**config.mk**
```make
export PLATFORM = sky130hd
export DESIGN_NAME = miller_rabin_round
export DESIGN_NICKNAME = d
export VERILOG_FILES = /design/src/rtl/core/mr_pkg.sv /design/src/rtl/core/mr_mulmod.sv /design/src/rtl/core/mr_ctrl.sv /design/src/rtl/core/miller_rabin_round.sv
export SDC_FILE = /design/constraint.sdc
export NUM_CORES = 1
export LEC_CHECK = 0
export CORE_MARGIN = 1.5
export CORE_UTILIZATION = 54
export DETAILED_ROUTE_END_ITERATION = 7
export DONT_BUFFER_PORTS = 1
export GPL_TIMING_DRIVEN = 0
export PLACE_DENSITY = 0.72
export SLEW_MARGIN = 20
export SYNTH_ARGS = -nofsm -noshare
export SYNTH_HDL_FRONTEND = slang
export SYNTH_SLANG_ARGS = --single-unit
```
**constraint.sdc**
```tcl
create_clock -name i_clk -period 5.3 [get_ports i_clk]
set_clock_uncertainty 0.05 [all_clocks]
set_input_delay 0.265 -clock i_clk [delete_from_list [all_inputs] [get_ports i_clk]]
set_output_delay 0.265 -clock i_clk [all_outputs]
set_load 0.05 [all_outputs]
```
**src/rtl/core/mr_pkg.sv**
```systemverilog
// Package for the Miller-Rabin round block: widths, payload structs, codes,
// sequencer states and the modular add helper. No dependencies.
package mr_pkg;

    localparam int MR_W     = 32;
    localparam int MR_CNT_W = $clog2(MR_W);

    typedef logic [MR_W-1:0]     t_word;
    typedef logic [MR_CNT_W-1:0] t_cnt;

    typedef enum logic [1:0] {
        ST_COMPOSITE = 2'd0,
        ST_PROBABLE  = 2'd1,
        ST_BAD_BASE  = 2'd2
    } t_status;

    typedef struct packed {
        t_word candidate;
        t_word base;
        logic  last_base;
    } t_in;

    typedef struct packed {
        t_status status;
        logic    overall_prime;
        logic    run_done;
    } t_out;

    typedef struct packed {
        logic  start;
        t_word x;
        t_word y;
        t_word n;
    } t_mul_req;

    typedef struct packed {
        logic  done;
        t_word prod;
    } t_mul_rsp;

    typedef struct packed {
        logic    valid;
        t_status status;
        logic    last;
    } t_res;

    typedef enum logic [3:0] {
        S_IDLE,
        S_SPLIT,
        S_POW,
        S_WAIT_R,
        S_ISSUE_A,
        S_WAIT_A,
        S_CHK,
        S_SQ,
        S_WAIT_X,
        S_DONE
    } t_state;

    // (x + y) mod n for x, y < n
    function automatic t_word add_mod(input t_word x, input t_word y, input t_word n);
        logic [MR_W:0] sum;
        logic [MR_W:0] red;
        sum = {1'b0, x} + {1'b0, y};
        red = sum - {1'b0, n};
        return (sum >= {1'b0, n}) ? red[MR_W-1:0] : sum[MR_W-1:0];
    endfunction

endpackage

```
**src/rtl/core/mr_mulmod.sv**
```systemverilog
// Shift-add modular multiplier, one multiplier bit per cycle.
// Depends on mr_pkg.
module mr_mulmod (
    input  logic            i_clk,
    input  logic            i_rst_n,
    input  mr_pkg::t_mul_req i_req,
    output mr_pkg::t_mul_rsp o_rsp
);
    import mr_pkg::*;

    logic  r_busy;
    t_word r_x;
    t_word r_y;
    t_word r_n;
    t_word r_acc;
    logic  done;

    assign done       = r_busy && (r_y == '0);
    assign o_rsp.done = done;
    assign o_rsp.prod = r_acc;

    always_ff @(posedge i_clk) begin
        if (!i_rst_n) begin
            r_busy <= 1'b0;
        end else if (i_req.start) begin
            r_busy <= 1'b1;
        end else if (done) begin
            r_busy <= 1'b0;
        end
    end

    always_ff @(posedge i_clk) begin
        if (i_req.start) begin
            r_x   <= i_req.x;
            r_y   <= i_req.y;
            r_n   <= i_req.n;
            r_acc <= '0;
        end else if (r_busy && (r_y != '0)) begin
            if (r_y[0]) begin
                r_acc <= add_mod(r_acc, r_x, r_n);
            end
            r_x <= add_mod(r_x, r_x, r_n);
            r_y <= r_y >> 1;
        end
    end

endmodule

```
**src/rtl/core/mr_ctrl.sv**
```systemverilog
// Round sequencer: special cases, split of n-1, modular power and squaring loop.
// Depends on mr_pkg; drives the shared mr_mulmod unit.
module mr_ctrl (
    input  logic             i_clk,
    input  logic             i_rst_n,
    input  logic             i_in_valid,
    input  mr_pkg::t_in      i_in_data,
    output logic             o_in_stall,
    output mr_pkg::t_mul_req o_mul_req,
    input  mr_pkg::t_mul_rsp i_mul_rsp,
    output mr_pkg::t_res     o_res,
    input  logic             i_res_taken
);
    import mr_pkg::*;

    t_state  r_state;
    t_state  n_state;
    t_word   r_n;
    t_word   r_a;
    t_word   r_d;
    t_word   r_x;
    t_cnt    r_s;
    t_cnt    r_cnt;
    t_status r_status;
    logic    r_last;

    logic    accept;
    logic    special;
    t_status spec_status;
    t_word   in_n;
    t_word   in_a;
    t_word   nm1;
    logic    sq_end;
    logic    sq_hit;

    assign in_n   = i_in_data.candidate;
    assign in_a   = i_in_data.base;
    assign accept = i_in_valid && !o_in_stall;
    assign nm1    = r_n - t_word'(1);
    assign sq_end = (r_cnt == r_s);
    assign sq_hit = (r_x == nm1);

    always_comb begin
        special     = 1'b1;
        spec_status = ST_BAD_BASE;
        if (in_n == t_word'(2)) begin
            spec_status = ST_PROBABLE;
        end else if (!in_n[0] || (in_n < t_word'(2))) begin
            spec_status = ST_COMPOSITE;
        end else if ((in_a < t_word'(2)) || (in_a >= in_n)) begin
            spec_status = ST_BAD_BASE;
        end else begin
            special = 1'b0;
        end
    end

    always_ff @(posedge i_clk) begin
        if (!i_rst_n) begin
            r_state <= S_IDLE;
        end else begin
            r_state <= n_state;
        end
    end

    always_comb begin
        n_state = r_state;
        unique case (r_state)
            S_IDLE: begin
                if (accept) begin
                    n_state = special ? S_DONE : S_SPLIT;
                end
            end
            S_SPLIT: begin
                if (r_d[0]) begin
                    n_state = S_POW;
                end
            end
            S_POW: begin
                if (r_d == '0) begin
                    n_state = S_CHK;
                end else if (r_d[0]) begin
                    n_state = S_WAIT_R;
                end else begin
                    n_state = S_WAIT_A;
                end
            end
            S_WAIT_R: begin
                if (i_mul_rsp.done) begin
                    n_state = S_ISSUE_A;
                end
            end
            S_ISSUE_A: begin
                n_state = S_WAIT_A;
            end
            S_WAIT_A: begin
                if (i_mul_rsp.done) begin
                    n_state = S_POW;
                end
            end
            S_CHK: begin
                n_state = (r_x == t_word'(1)) ? S_DONE : S_SQ;
            end
            S_SQ: begin
                n_state = (sq_end || sq_hit) ? S_DONE : S_WAIT_X;
            end
            S_WAIT_X: begin
                if (i_mul_rsp.done) begin
                    n_state = S_SQ;
                end
            end
            S_DONE: begin
                if (i_res_taken) begin
                    n_state = S_IDLE;
                end
            end
            default: begin
                n_state = S_IDLE;
            end
        endcase
    end

    always_comb begin
        o_in_stall      = (r_state != S_IDLE);
        o_res.valid     = (r_state == S_DONE);
        o_res.status    = r_status;
        o_res.last      = r_last;
        o_mul_req.start = 1'b0;
        o_mul_req.x     = r_x;
        o_mul_req.y     = r_a;
        o_mul_req.n     = r_n;
        unique case (r_state)
            S_POW: begin
                if (r_d != '0) begin
                    o_mul_req.start = 1'b1;
                    o_mul_req.x     = r_d[0] ? r_x : r_a;
                end
            end
            S_ISSUE_A: begin
                o_mul_req.start = 1'b1;
                o_mul_req.x     = r_a;
            end
            S_SQ: begin
                if (!sq_end && !sq_hit) begin
                    o_mul_req.start = 1'b1;
                    o_mul_req.y     = r_x;
                end
            end
            default: begin
                o_mul_req.start = 1'b0;
            end
        endcase
    end

    // datapath; r_d doubles as the exponent once the split is done
    always_ff @(posedge i_clk) begin
        unique case (r_state)
            S_IDLE: begin
                if (accept) begin
                    r_n      <= in_n;
                    r_a      <= in_a;
                    r_d      <= in_n - t_word'(1);
                    r_x      <= t_word'(1);
                    r_s      <= '0;
                    r_cnt    <= '0;
                    r_last   <= i_in_data.last_base;
                    r_status <= special ? spec_status : ST_COMPOSITE;
                end
            end
            S_SPLIT: begin
                if (!r_d[0]) begin
                    r_d <= r_d >> 1;
                    r_s <= r_s + t_cnt'(1);
                end
            end
            S_WAIT_R: begin
                if (i_mul_rsp.done) begin
                    r_x <= i_mul_rsp.prod;
                end
            end
            S_WAIT_A: begin
                if (i_mul_rsp.done) begin
                    r_a <= i_mul_rsp.prod;
                    r_d <= r_d >> 1;
                end
            end
            S_CHK: begin
                if (r_x == t_word'(1)) begin
                    r_status <= ST_PROBABLE;
                end
            end
            S_SQ: begin
                if (sq_end) begin
                    r_status <= ST_COMPOSITE;
                end else if (sq_hit) begin
                    r_status <= ST_PROBABLE;
                end
            end
            S_WAIT_X: begin
                if (i_mul_rsp.done) begin
                    r_x   <= i_mul_rsp.prod;
                    r_cnt <= r_cnt + t_cnt'(1);
                end
            end
            default: begin
                r_last <= r_last;
            end
        endcase
    end

endmodule

```
**src/rtl/core/miller_rabin_round.sv**
```systemverilog
// Miller-Rabin round, top level: sequencer, shared modular multiplier, result
// register and run flag. Depends on mr_pkg, mr_ctrl and mr_mulmod.
//
// One transfer in gives one transfer out. Candidate two, even candidates,
// candidates up to one and out-of-range bases go straight to the result
// without any multiplication. A full round takes one modular multiplication
// per set exponent bit and one per exponent bit for squaring the base, then
// up to s squarings, where n-1 = d * 2^s. Each multiplication runs one bit
// of its multiplier per cycle on the single shift-add unit. The input stays
// stalled until the result is loaded into the output register; a result
// still waiting there does not block the next input transfer.
module miller_rabin_round (
    input  logic        i_clk,
    input  logic        i_rst_n,
    input  logic        i_in_valid,
    output logic        o_in_stall,
    input  mr_pkg::t_in i_in_data,
    output logic        o_out_valid,
    input  logic        i_out_stall,
    output mr_pkg::t_out o_out_data
);
    import mr_pkg::*;

    t_mul_req mul_req;
    t_mul_rsp mul_rsp;
    t_res     res;
    logic     res_taken;
    logic     res_comp;
    logic     r_out_valid;
    t_out     r_out_data;
    logic     r_run_flag;

    mr_ctrl u_ctrl (
        .i_clk       (i_clk),
        .i_rst_n     (i_rst_n),
        .i_in_valid  (i_in_valid),
        .i_in_data   (i_in_data),
        .o_in_stall  (o_in_stall),
        .o_mul_req   (mul_req),
        .i_mul_rsp   (mul_rsp),
        .o_res       (res),
        .i_res_taken (res_taken)
    );

    mr_mulmod u_mulmod (
        .i_clk   (i_clk),
        .i_rst_n (i_rst_n),
        .i_req   (mul_req),
        .o_rsp   (mul_rsp)
    );

    assign res_taken = res.valid && (!r_out_valid || !i_out_stall);
    assign res_comp  = (res.status == ST_COMPOSITE);

    always_ff @(posedge i_clk) begin
        if (!i_rst_n) begin
            r_out_valid <= 1'b0;
            r_run_flag  <= 1'b0;
        end else begin
            if (res_taken) begin
                r_out_valid <= 1'b1;
                r_run_flag  <= res.last ? 1'b0 : (r_run_flag || res_comp);
            end else if (!i_out_stall) begin
                r_out_valid <= 1'b0;
            end
        end
    end

    always_ff @(posedge i_clk) begin
        if (res_taken) begin
            r_out_data.status        <= res.status;
            r_out_data.overall_prime <= res.last && !r_run_flag && !res_comp;
            r_out_data.run_done      <= res.last;
        end
    end

    assign o_out_valid = r_out_valid;
    assign o_out_data  = r_out_data;

endmodule

```
==> results.yml, run 1 <==
global_routing:
  use_met3_pct: 3.45
  antenna_found_initial: 1
  grt.met1_usage_pct: 42.3
  grt_util_met2_pct: 55.4
  grt-busiest-layer: "met2"
  grt_max_degree: 42
  gr-usage-all-layers_pct: 32.6
  grt_pass1_vias: 16956
  grt_overflow_total: 0
  grt_pass1_wl_um: 95800
synth:
  syn_avg_cell_area_sq_um: 9.44
  syn_nets: 2316
  synth_edf_count: 241
  ys_types: 80
  synth-seq-area-share_pct: 40.2
  synth_cells: 2111
  yosysTopAreaCellShare_pct: 36.3
  synthFlopType: "edfxtp_1"
  yosys-top-cells-area: "edfxtp_1, ha_1, nand2_1"
  synth_seq_cells: 280
  ys_warn_count: 0
  synth.cell_area_sq_mm: 0.0199
  synthArstFlopShare_pct: 0
  yosysTopAreaCell: "edfxtp_1"
cts:
  numCtsBuffers: 30
  ctsLongestPathBuffers: 3
  path_clk_slew_ns: 0.07
  cts-root-buf: "clkbuf_16"
  htreeDepth: 1
  cts_tree: "yes"
  cts_sinks: 280
  clkLatencyLatePin_ns: 0.61
worst_setup_path:
  endpoint_kind: "flip-flop"
  ff2ff_setup_slack_ns: 0.12
  critPathArrivalTime_ns: 5.63
  start_kind: "flip-flop"
  required_ns: 5.75
  worstPathMaxFanout: 10
  critPathKind: "flip-flop to flip-flop"
placement:
  portBuffers: 0
  gp_congestion: 0.997
  place_ws_ns: -1.37
  dp_hpwl_um: 49500
job:
  cap_viol_max_count: 0
routing:
  first_pass_iters: 7
  wire_per_inst_um: 23.3
  wl_um: 63400
  vias: 17381
  antenna_left: 0
  drtIter0Drc: 1784
  drc: 0
  vias_per_cell: 6.39
sta:
  fin_crit_ns: 5.18
  fin_crit_sh_pct: 97.8
  hold_violations: 0
  final_max_slew_viol_count: 0
  tns_ns: 0
  worstMarginPinSlew_ns: 0.976
  setup_ws_ns: 0.116
  fmax_ghz: 0.193
  slew_headroom_pct: 34.8
  setup_violations: 0
worst_hold_path:
  hp-class: "input port to flip-flop"
floorplan:
  core_area_sq_mm: 0.0364
  die_w_um: 195
  die_y_um: 195
  rows: 70
  start_util_pct: 54.7
  die-area_sq_mm: 0.0381
  io_pins: 75
finish:
  synthToLayoutAreaGrowth_pct: 13.4
  fin_nets: 2432
  post-route-util_pct: 62.1
  n_fill_cell: 3018
  drive_above_1_share_pct: 8.71
run_status:
  status: "finished clean"
## area by class of cell
type,instances,area (sq um),area share (%)
multi-input combinational,1648,11400,50.4
sequential,280,8020,35.5
timing repair buffer,87,886,3.92
clock buffer,40,830,3.67
tap,468,586,2.59
inverter,108,405,1.79
buffer,72,340,1.51
clock inverter,14,140,0.620
antenna,1,2.50,0.0111
## flip-flops by register name, indices dropped and copies added (netlist names), 2 cells and up
register         flops
u_mulmod.r_x        32
u_ctrl.r_cnt         5
u_ctrl.r_a          32
u_ctrl.r_x          32
u_mulmod.r_acc      32
o_out_data           4
u_mulmod.r_y        32
u_ctrl.r_s           5
u_mulmod.r_n        32
u_ctrl.r_d          32
u_ctrl.r_n          32
u_ctrl.r_state       4
u_ctrl.r_status      2
## routing by layer
metal	vias up	part of all wire, %
li1	8046	-
met1	8270	41
met2	901	47
met3	164	7.6
met4	0	4.3
met5	-	0
## metrics by stage
| stage | hold slack (ns) | cell area [sq um] | instances |
|---|---|---|---|
| floorplan | 0.314 | 19900 | 2111 |
| CTS | 0.00409 | 22500 | 2711 |
| finish | 0.0432 | 22600 | 2718 |
| detailed placement | 0.314 | 20700 | 2585 |
| global route | 0.0555 | 22600 | 2717 |
| global placement | 0.314 | 20500 | 2579 |
## cell families (layout without fill, tap and decap cells)
logic type	Yosys count	in the layout	share of synthesized area [%]
buffers and inverters	183	321	3.69
AO/OA/AOI/OAI	539	539	17.7
XOR/XNOR	147	147	6.46
multiplexers	97	97	4.97
adder cells (fa/ha/maj)	136	136	8.65
AND/OR/NAND/NOR	729	729	18.3
other	0	1	0
flip-flops	280	280	40.2
## worst max-delay path, cell delays in order (launching register included)
cell	delay, ns
edfxtp_1	0.45
ha_1	0.42
and3_1	0.22
and4_1	0.33
o2111ai_1	0.16
nand2_2	0.16
o21bai_4	0.10
a211oi_1	0.39
nor3_1	0.10
nand3b_1	0.26
ha_1	0.40
a21o_1	0.18
a211oi_1	0.24
o21ai_0	0.17
a311o_1	0.39
nor3b_4	0.17
buf_4	0.19
buf_4	0.14
buf_4	0.21
a21oi_1	0.12
a211oi_2	0.24
## synthesized netlist by cell type (5+ instances only)
master    count
a211o_1       5
a211oi_1     41
a211oi_2     24
a21o_1       59
a21oi_1     152
a31o_2        8
a31oi_1      18
and2_1       41
and3_1       18
buf_2        11
clkbuf_1     57
dfxtp_1      39
edfxtp_1    241
ha_1        133
inv_1       108
mux2_2       16
mux2i_1      81
nand2_1     250
nand2b_1     24
nand3_1      42
nand3b_1      5
nand4_1      35
nand4b_1      8
nor2_1      140
nor2b_1      18
nor3_1       46
nor3_2        5
nor3b_1      12
nor4_1       45
o211ai_1     12
o21a_1        7
o21ai_0     121
o21ai_1      12
o21bai_1     17
o31ai_1       9
or2_2         6
or3_1        11
xnor2_1      95
xor2_1       52
## layout by cell type, fill, tap and decap left out, types with 17 or more instances in the layout
master,synthesis,final
edfxtp_1,241,241
o21ai_0,121,114
nor2_1,140,140
nor3_1,46,44
and2_1,41,41
nor4_1,45,45
and3_1,18,18
nand4_1,35,35
nand2_1,250,249
dlygate4sd3_1,0,69
xor2_1,52,52
clkbuf_16,0,31
a21o_1,59,59
buf_4,3,17
dfxtp_1,39,36
nand3_1,42,41
a21oi_1,152,148
a211oi_2,24,31
nand2b_1,24,24
nor2b_1,18,18
clkbuf_1,57,57
mux2i_1,81,80
inv_1,108,107
xnor2_1,95,94
ha_1,133,130
a211oi_1,41,34
## final timing paths
check / from / to / depth (start not counted)
setup reg to reg: u_mulmod.r_x[16] / u_mulmod.r_acc[24] / 20
hold / removal: i_in_data[36] / u_ctrl.r_d[3] / 4
setup / recovery: u_mulmod.r_x[16] / u_mulmod.r_acc[24] / 20
hold reg to reg: u_ctrl.r_status[0] / o_out_data[2] / 0
## timing repair
action / CTS / global route
buffers inserted: 4 / 8
gates resized for setup: 36 / 20
hold buffers: 69 / 0
setup endpoints to repair: 32 / 32
endpoints found under the hold margin: 104 / 0
pin swaps: 2 / 10
Power of run 1 is left out: the tool's default activity adds up to more than one toggle a clock period on the data nets, which glitch-free logic cannot reach.
==> inputs of run 2 (changes only) <==
--- a/config.mk
+++ b/config.mk
@@ -10,7 +10,7 @@
 export DETAILED_ROUTE_END_ITERATION = 7
 export DONT_BUFFER_PORTS = 1
 export GPL_TIMING_DRIVEN = 0
-export PLACE_DENSITY = 0.72
+export PLACE_DENSITY = 0.78
 export SLEW_MARGIN = 20
 export SYNTH_ARGS = -nofsm -noshare
 export SYNTH_HDL_FRONTEND = slang
==> results.yml, run 2 (synthesized netlist as in run 1, its figures left out) <==
run_status:
  status: "finished clean"
floorplan:
  io_pins: 75
  rows: 70
  die_y_um: 195
  die_w_um: 195
  core_area_sq_mm: 0.0364
  die-area_sq_mm: 0.0381
  start_util_pct: 54.7
worst_hold_path:
  hp-class: "input port to flip-flop"
  whs_endpoint: "u_ctrl.r_d[14]"
  hold_path_depth: 3
  worstHoldStart: "i_in_data[46]"
finish:
  layout_commonest_cell: "nand2_1"
  final_cell_mix: "nand2_1, edfxtp_1, a21oi_1"
  synthToLayoutAreaGrowth_pct: 13.0
  n_fill_cell: 2981
  drive_above_1_share_pct: 8.83
  fin_nets: 2427
  diodes: 0
worst_setup_path:
  critPathKind: "flip-flop to flip-flop"
  reg2reg_depth: 23
  required_ns: 5.66
  ff2ff_setup_slack_ns: 0.11
  crit_slowest_cell: "edfxtp_1"
  r2r_end: "u_mulmod.r_acc[20]"
  worstPathMaxFanout: 10
  endpoint_kind: "flip-flop"
  crit_path_cell_trace: "ha_4 -> o21a_1 -> o211ai_1 -> buf_4 -> a2111o_1 -> nand2_1 -> a21oi_4 -> a31oi_4 -> a31oi_1 -> a211oi_2 -> ha_4 -> nand2_1 -> nor2_1 -> a211oi_2 -> o21ai_2 -> o31a_1 -> nand3b_1 -> nor3b_4 -> buf_12 -> clkbuf_4 -> nor2_1 -> a21oi_1 -> a211oi_2"
  cp_top_family: "compound AO/OA/AOI/OAI gates"
  r2r_start: "u_mulmod.r_x[6]"
  critPathArrivalTime_ns: 5.55
  cp.buffers_inverters: 3
  cpMostUsedCell: "a211oi_2"
  max_stage_delay_ns: 0.50
  start_kind: "flip-flop"
global_routing:
  grt_pass1_wl_um: 93800
  grt_overflow_total: 0
  grt_pass1_vias: 16912
  grt_max_degree: 42
  gr-usage-all-layers_pct: 32.0
  antenna_found_initial: 0
placement:
  portBuffers: 0
  dp_hpwl_um: 49100
  gp_congestion: 0.948
cts:
  cts_sinks: 280
  cts-root-buf: "clkbuf_16"
  numCtsBuffers: 28
  path_clk_slew_ns: 0.06
  clkLatencyLatePin_ns: 0.57
  htreeDepth: 1
  ctsLongestPathBuffers: 3
  cts_tree: "yes"
sta:
  setup_violations: 0
  hold_ws_ns: 0.0298
  tns_ns: 0
  rsz0062_at_grt: "true"
  fmax_ghz: 0.193
  fin_crit_ns: 5.19
  worstMarginPinSlew_ns: 1.01
  final_max_slew_viol_count: 0
  fin_crit_sh_pct: 97.8
  hold_violations: 0
  slew_headroom_pct: 32.4
routing:
  vias: 17269
  drc: 0
  first_pass_iters: 5
  drtIter0Drc: 1621
  wl_um: 62300
  vias_per_cell: 6.37
  antenna_left: 0
  wire_per_inst_um: 23.0
job:
  cap_viol_max_count: 0
-- run 2: cell count changes in the layout (fill, tap and decap cells not counted), sizes merged --
| cell | change |
|---|---|
| clkbuf | -9 |
| bufinv | -1 |
| dlygate4sd3 | -1 |
| clkinvlp | +1 |
| buf | -2 |
| diode | -1 |
| clkinv | +6 |
-- run 2: worst max path at each step --
stage / start / endpoint / slack (ns) / cells past startpoint
after floorplan: u_mulmod.r_x[0] / u_mulmod.r_acc[18] / 0.22 / 23
after global placement: u_mulmod.r_acc[0] / u_mulmod.r_acc[29] / -1.52 / 22
after detailed placement: u_mulmod.r_acc[0] / u_mulmod.r_acc[18] / -1.10 / 21
after CTS: u_mulmod.r_x[0] / u_mulmod.r_acc[13] / 0.006 / 22
after global routing: u_mulmod.r_acc[0] / u_mulmod.r_acc[27] / -0.07 / 23
final: u_mulmod.r_x[6] / u_mulmod.r_acc[20] / 0.11 / 23
-- run 2: tightest hold or removal path, cell delays in order --
cell and delay [ns]:
nor2_1 0.03, xnor2_1 0.11, o21ai_0 0.07
-- run 2: metal layers --
metal	GRT usage (%)	vias to the layer above	wire, um
met3	4.09	167	5130
met1	40.8	8193	24800
met5	0	-	0
li1	-	8039	-
met2	53.1	870	28900
met4	17.1	0	3430
-- run 2: final cells by class --
class                           count  area, sq um  area share [%]
Clock buffer                       31          733            3.26
Sequential cell                   280         8020            35.6
Buffer                             72          340            1.51
Inverter                          108          405            1.80
Tap cell                          468          586            2.60
Clock inverter                     20         93.8           0.417
Timing Repair Buffer               84          873            3.88
Multi-Input combinational cell   1648        11500            50.9
-- run 2: repair_timing --
action | CTS | global route
gates resized for setup | 29 | 41
setup endpoints to repair | 32 | 32
pin swaps | 3 | 7
endpoints found under the hold margin | 93 | 0
gates cloned | 0 | 0
buffers inserted | 3 | 7
hold buffers | 68 | 0
-- run 2: metrics by stage --
step	area, sq um	std cells	util (%)	worst slack (ns)
2_1_floorplan	19900	2111	-	0.224
4_1_cts	22300	2707	61.3	0.00591
3_5_place_dp	20700	2585	56.7	-1.10
6_report	22500	2711	61.8	0.115
3_3_place_gp	20500	2579	56.3	-1.52
5_1_grt	22500	2711	61.8	-0.0693
Power of run 2 is left out for the same reason.
==> inputs of run 3 (changes only) <==
--- a/config.mk
+++ b/config.mk
@@ -5,12 +5,14 @@
 export SDC_FILE = /design/constraint.sdc
 export NUM_CORES = 1
 export LEC_CHECK = 0
+export CORE_ASPECT_RATIO = 2
 export CORE_MARGIN = 1.5
 export CORE_UTILIZATION = 54
 export DETAILED_ROUTE_END_ITERATION = 7
 export DONT_BUFFER_PORTS = 1
 export GPL_TIMING_DRIVEN = 0
 export PLACE_DENSITY = 0.78
+export RECOVER_POWER = 50
 export SLEW_MARGIN = 20
 export SYNTH_ARGS = -nofsm -noshare
 export SYNTH_HDL_FRONTEND = slang
==> results.yml, run 3 (synthesized netlist as in run 1, its figures left out) <==
run_status:
  status: "complete, but fails checks"
  violations: "capacitance limit, slew limit"
finish:
  layout_commonest_cell: "nand2_1"
  multi_input_area_sq_mm: 0.0115
  drive_above_1_share_pct: 9.27
  fin_nets: 2430
  n_fill_cell: 3102
  regArea_sq_mm: 0.00802
  final_cell_mix: "nand2_1, edfxtp_1, a21oi_1"
  synthToLayoutAreaGrowth_pct: 13.4
  post-route-util_pct: 62.1
global_routing:
  gr-usage-all-layers_pct: 35.3
  grt_max_degree: 50
  grt_pass1_vias: 18259
  antenna_found_initial: 1
  grt_pass1_wl_um: 102000
  grt_overflow_total: 0
sta:
  setup_ws_ns: 0.154
  slew_headroom_pct: -22.7
  fin_crit_ns: 5.15
  rsz0062_at_grt: "true"
  fmax_ghz: 0.194
  tns_ns: 0
  hold_ws_ns: 0.0136
  worstMarginPinSlew_ns: 1.82
  fin_crit_sh_pct: 97.1
  final_max_slew_viol_count: 26
  hold_violations: 0
  setup_violations: 0
routing:
  drc: 0
  wire_per_inst_um: 25.3
  drtIter0Drc: 1225
  vias_per_cell: 6.45
  wl_um: 68300
  first_pass_iters: 6
  antenna_left: 0
  vias: 17423
cts:
  cts-root-buf: "clkbuf_16"
  htreeDepth: 1
  cts_sinks: 280
  ctsLongestPathBuffers: 3
  numCtsBuffers: 24
  clkLatencyLatePin_ns: 0.55
  path_clk_slew_ns: 0.07
  cts_tree: "yes"
worst_setup_path:
  critPathArrivalTime_ns: 5.53
  required_ns: 5.69
  critPathKind: "flip-flop to flip-flop"
  worstPathMaxFanout: 10
  endpoint_kind: "flip-flop"
  max_stage_delay_ns: 0.42
  start_kind: "flip-flop"
  crit_slowest_cell: "edfxtp_1"
floorplan:
  rows: 99
  die_y_um: 275
  die_w_um: 139
  die-area_sq_mm: 0.0381
  core_area_sq_mm: 0.0364
  io_pins: 75
  start_util_pct: 54.7
placement:
  place_ws_ns: -1.54
  dp_hpwl_um: 54500
  gp_congestion: 1.02
  portBuffers: 0
job:
  cap_viol_max_count: 2
worst_hold_path:
  hp-class: "input port to flip-flop"
## run 3: changes by cell type in the layout (fill, tap and decap cells not counted), moves of 3 or more
cell	before	now
and2_0	0	19
and2_1	41	22
clkinv_1	12	3
buf_4	13	21
a211oi_2	33	29
clkbuf_16	29	25
clkinv_2	3	7
bufinv_16	0	3
dfxtp_1	36	39
dfxtp_2	3	0
diode_2	0	3
ha_1	125	122
## run 3: worst paths after layout
path                   start                  to  slack, ns  cells past startpoint
max          u_mulmod.r_x[0]  u_mulmod.r_acc[27]       0.15                     25
min            i_in_data[43]      u_ctrl.r_d[10]       0.01                      2
max reg2reg  u_mulmod.r_x[0]  u_mulmod.r_acc[27]       0.15                     25
min reg2reg   u_ctrl.r_n[14]    u_mulmod.r_n[14]       0.43                      0
## run 3: worst max-delay path, delay by kind of cell, from the launching register on
| family | cells | cell delay [ns] |
|---|---|---|
| compound gates | 11 | 1.96 |
| xor+xnor | 1 | 0.17 |
| fa+ha+maj | 3 | 0.87 |
| buf+inv | 4 | 0.65 |
| flops | 1 | 0.42 |
| simple gates | 6 | 0.87 |
## run 3: area by class of cell
cell class              count  share of cell area, %
clock buffers              25                   2.77
well taps                 454                   2.51
clock inverters            19                  0.819
inverters                 108                   1.79
repair buffers             91                   3.92
multi-input cells        1648                   51.1
diodes                      3                 0.0332
plain buffers              72                   1.61
flip-flops and latches    280                   35.5
## run 3: what timing repair did
action,CTS,global route
pin swaps,5,17
setup buffers,6,11
resized for setup,35,57
gates cloned,0,0
hold buffers,67,1
endpoints found under the hold margin,81,1
setup endpoints to repair,32,32
## run 3: metrics by stage
step / instances / cell area (sq um)
floorplan: 2111 / 19900
global placement: 2565 / 20500
detailed placement: 2571 / 20700
CTS: 2687 / 22300
global route: 2700 / 22600
finish: 2700 / 22600
## run 3: metal layers
layer,track usage (%),share of wire (%)
met5,0,0
met4,38.4,13
met3,4.47,5.0
met2,66.0,51
met1,30.5,31
Power of run 3 is left out for the same reason.
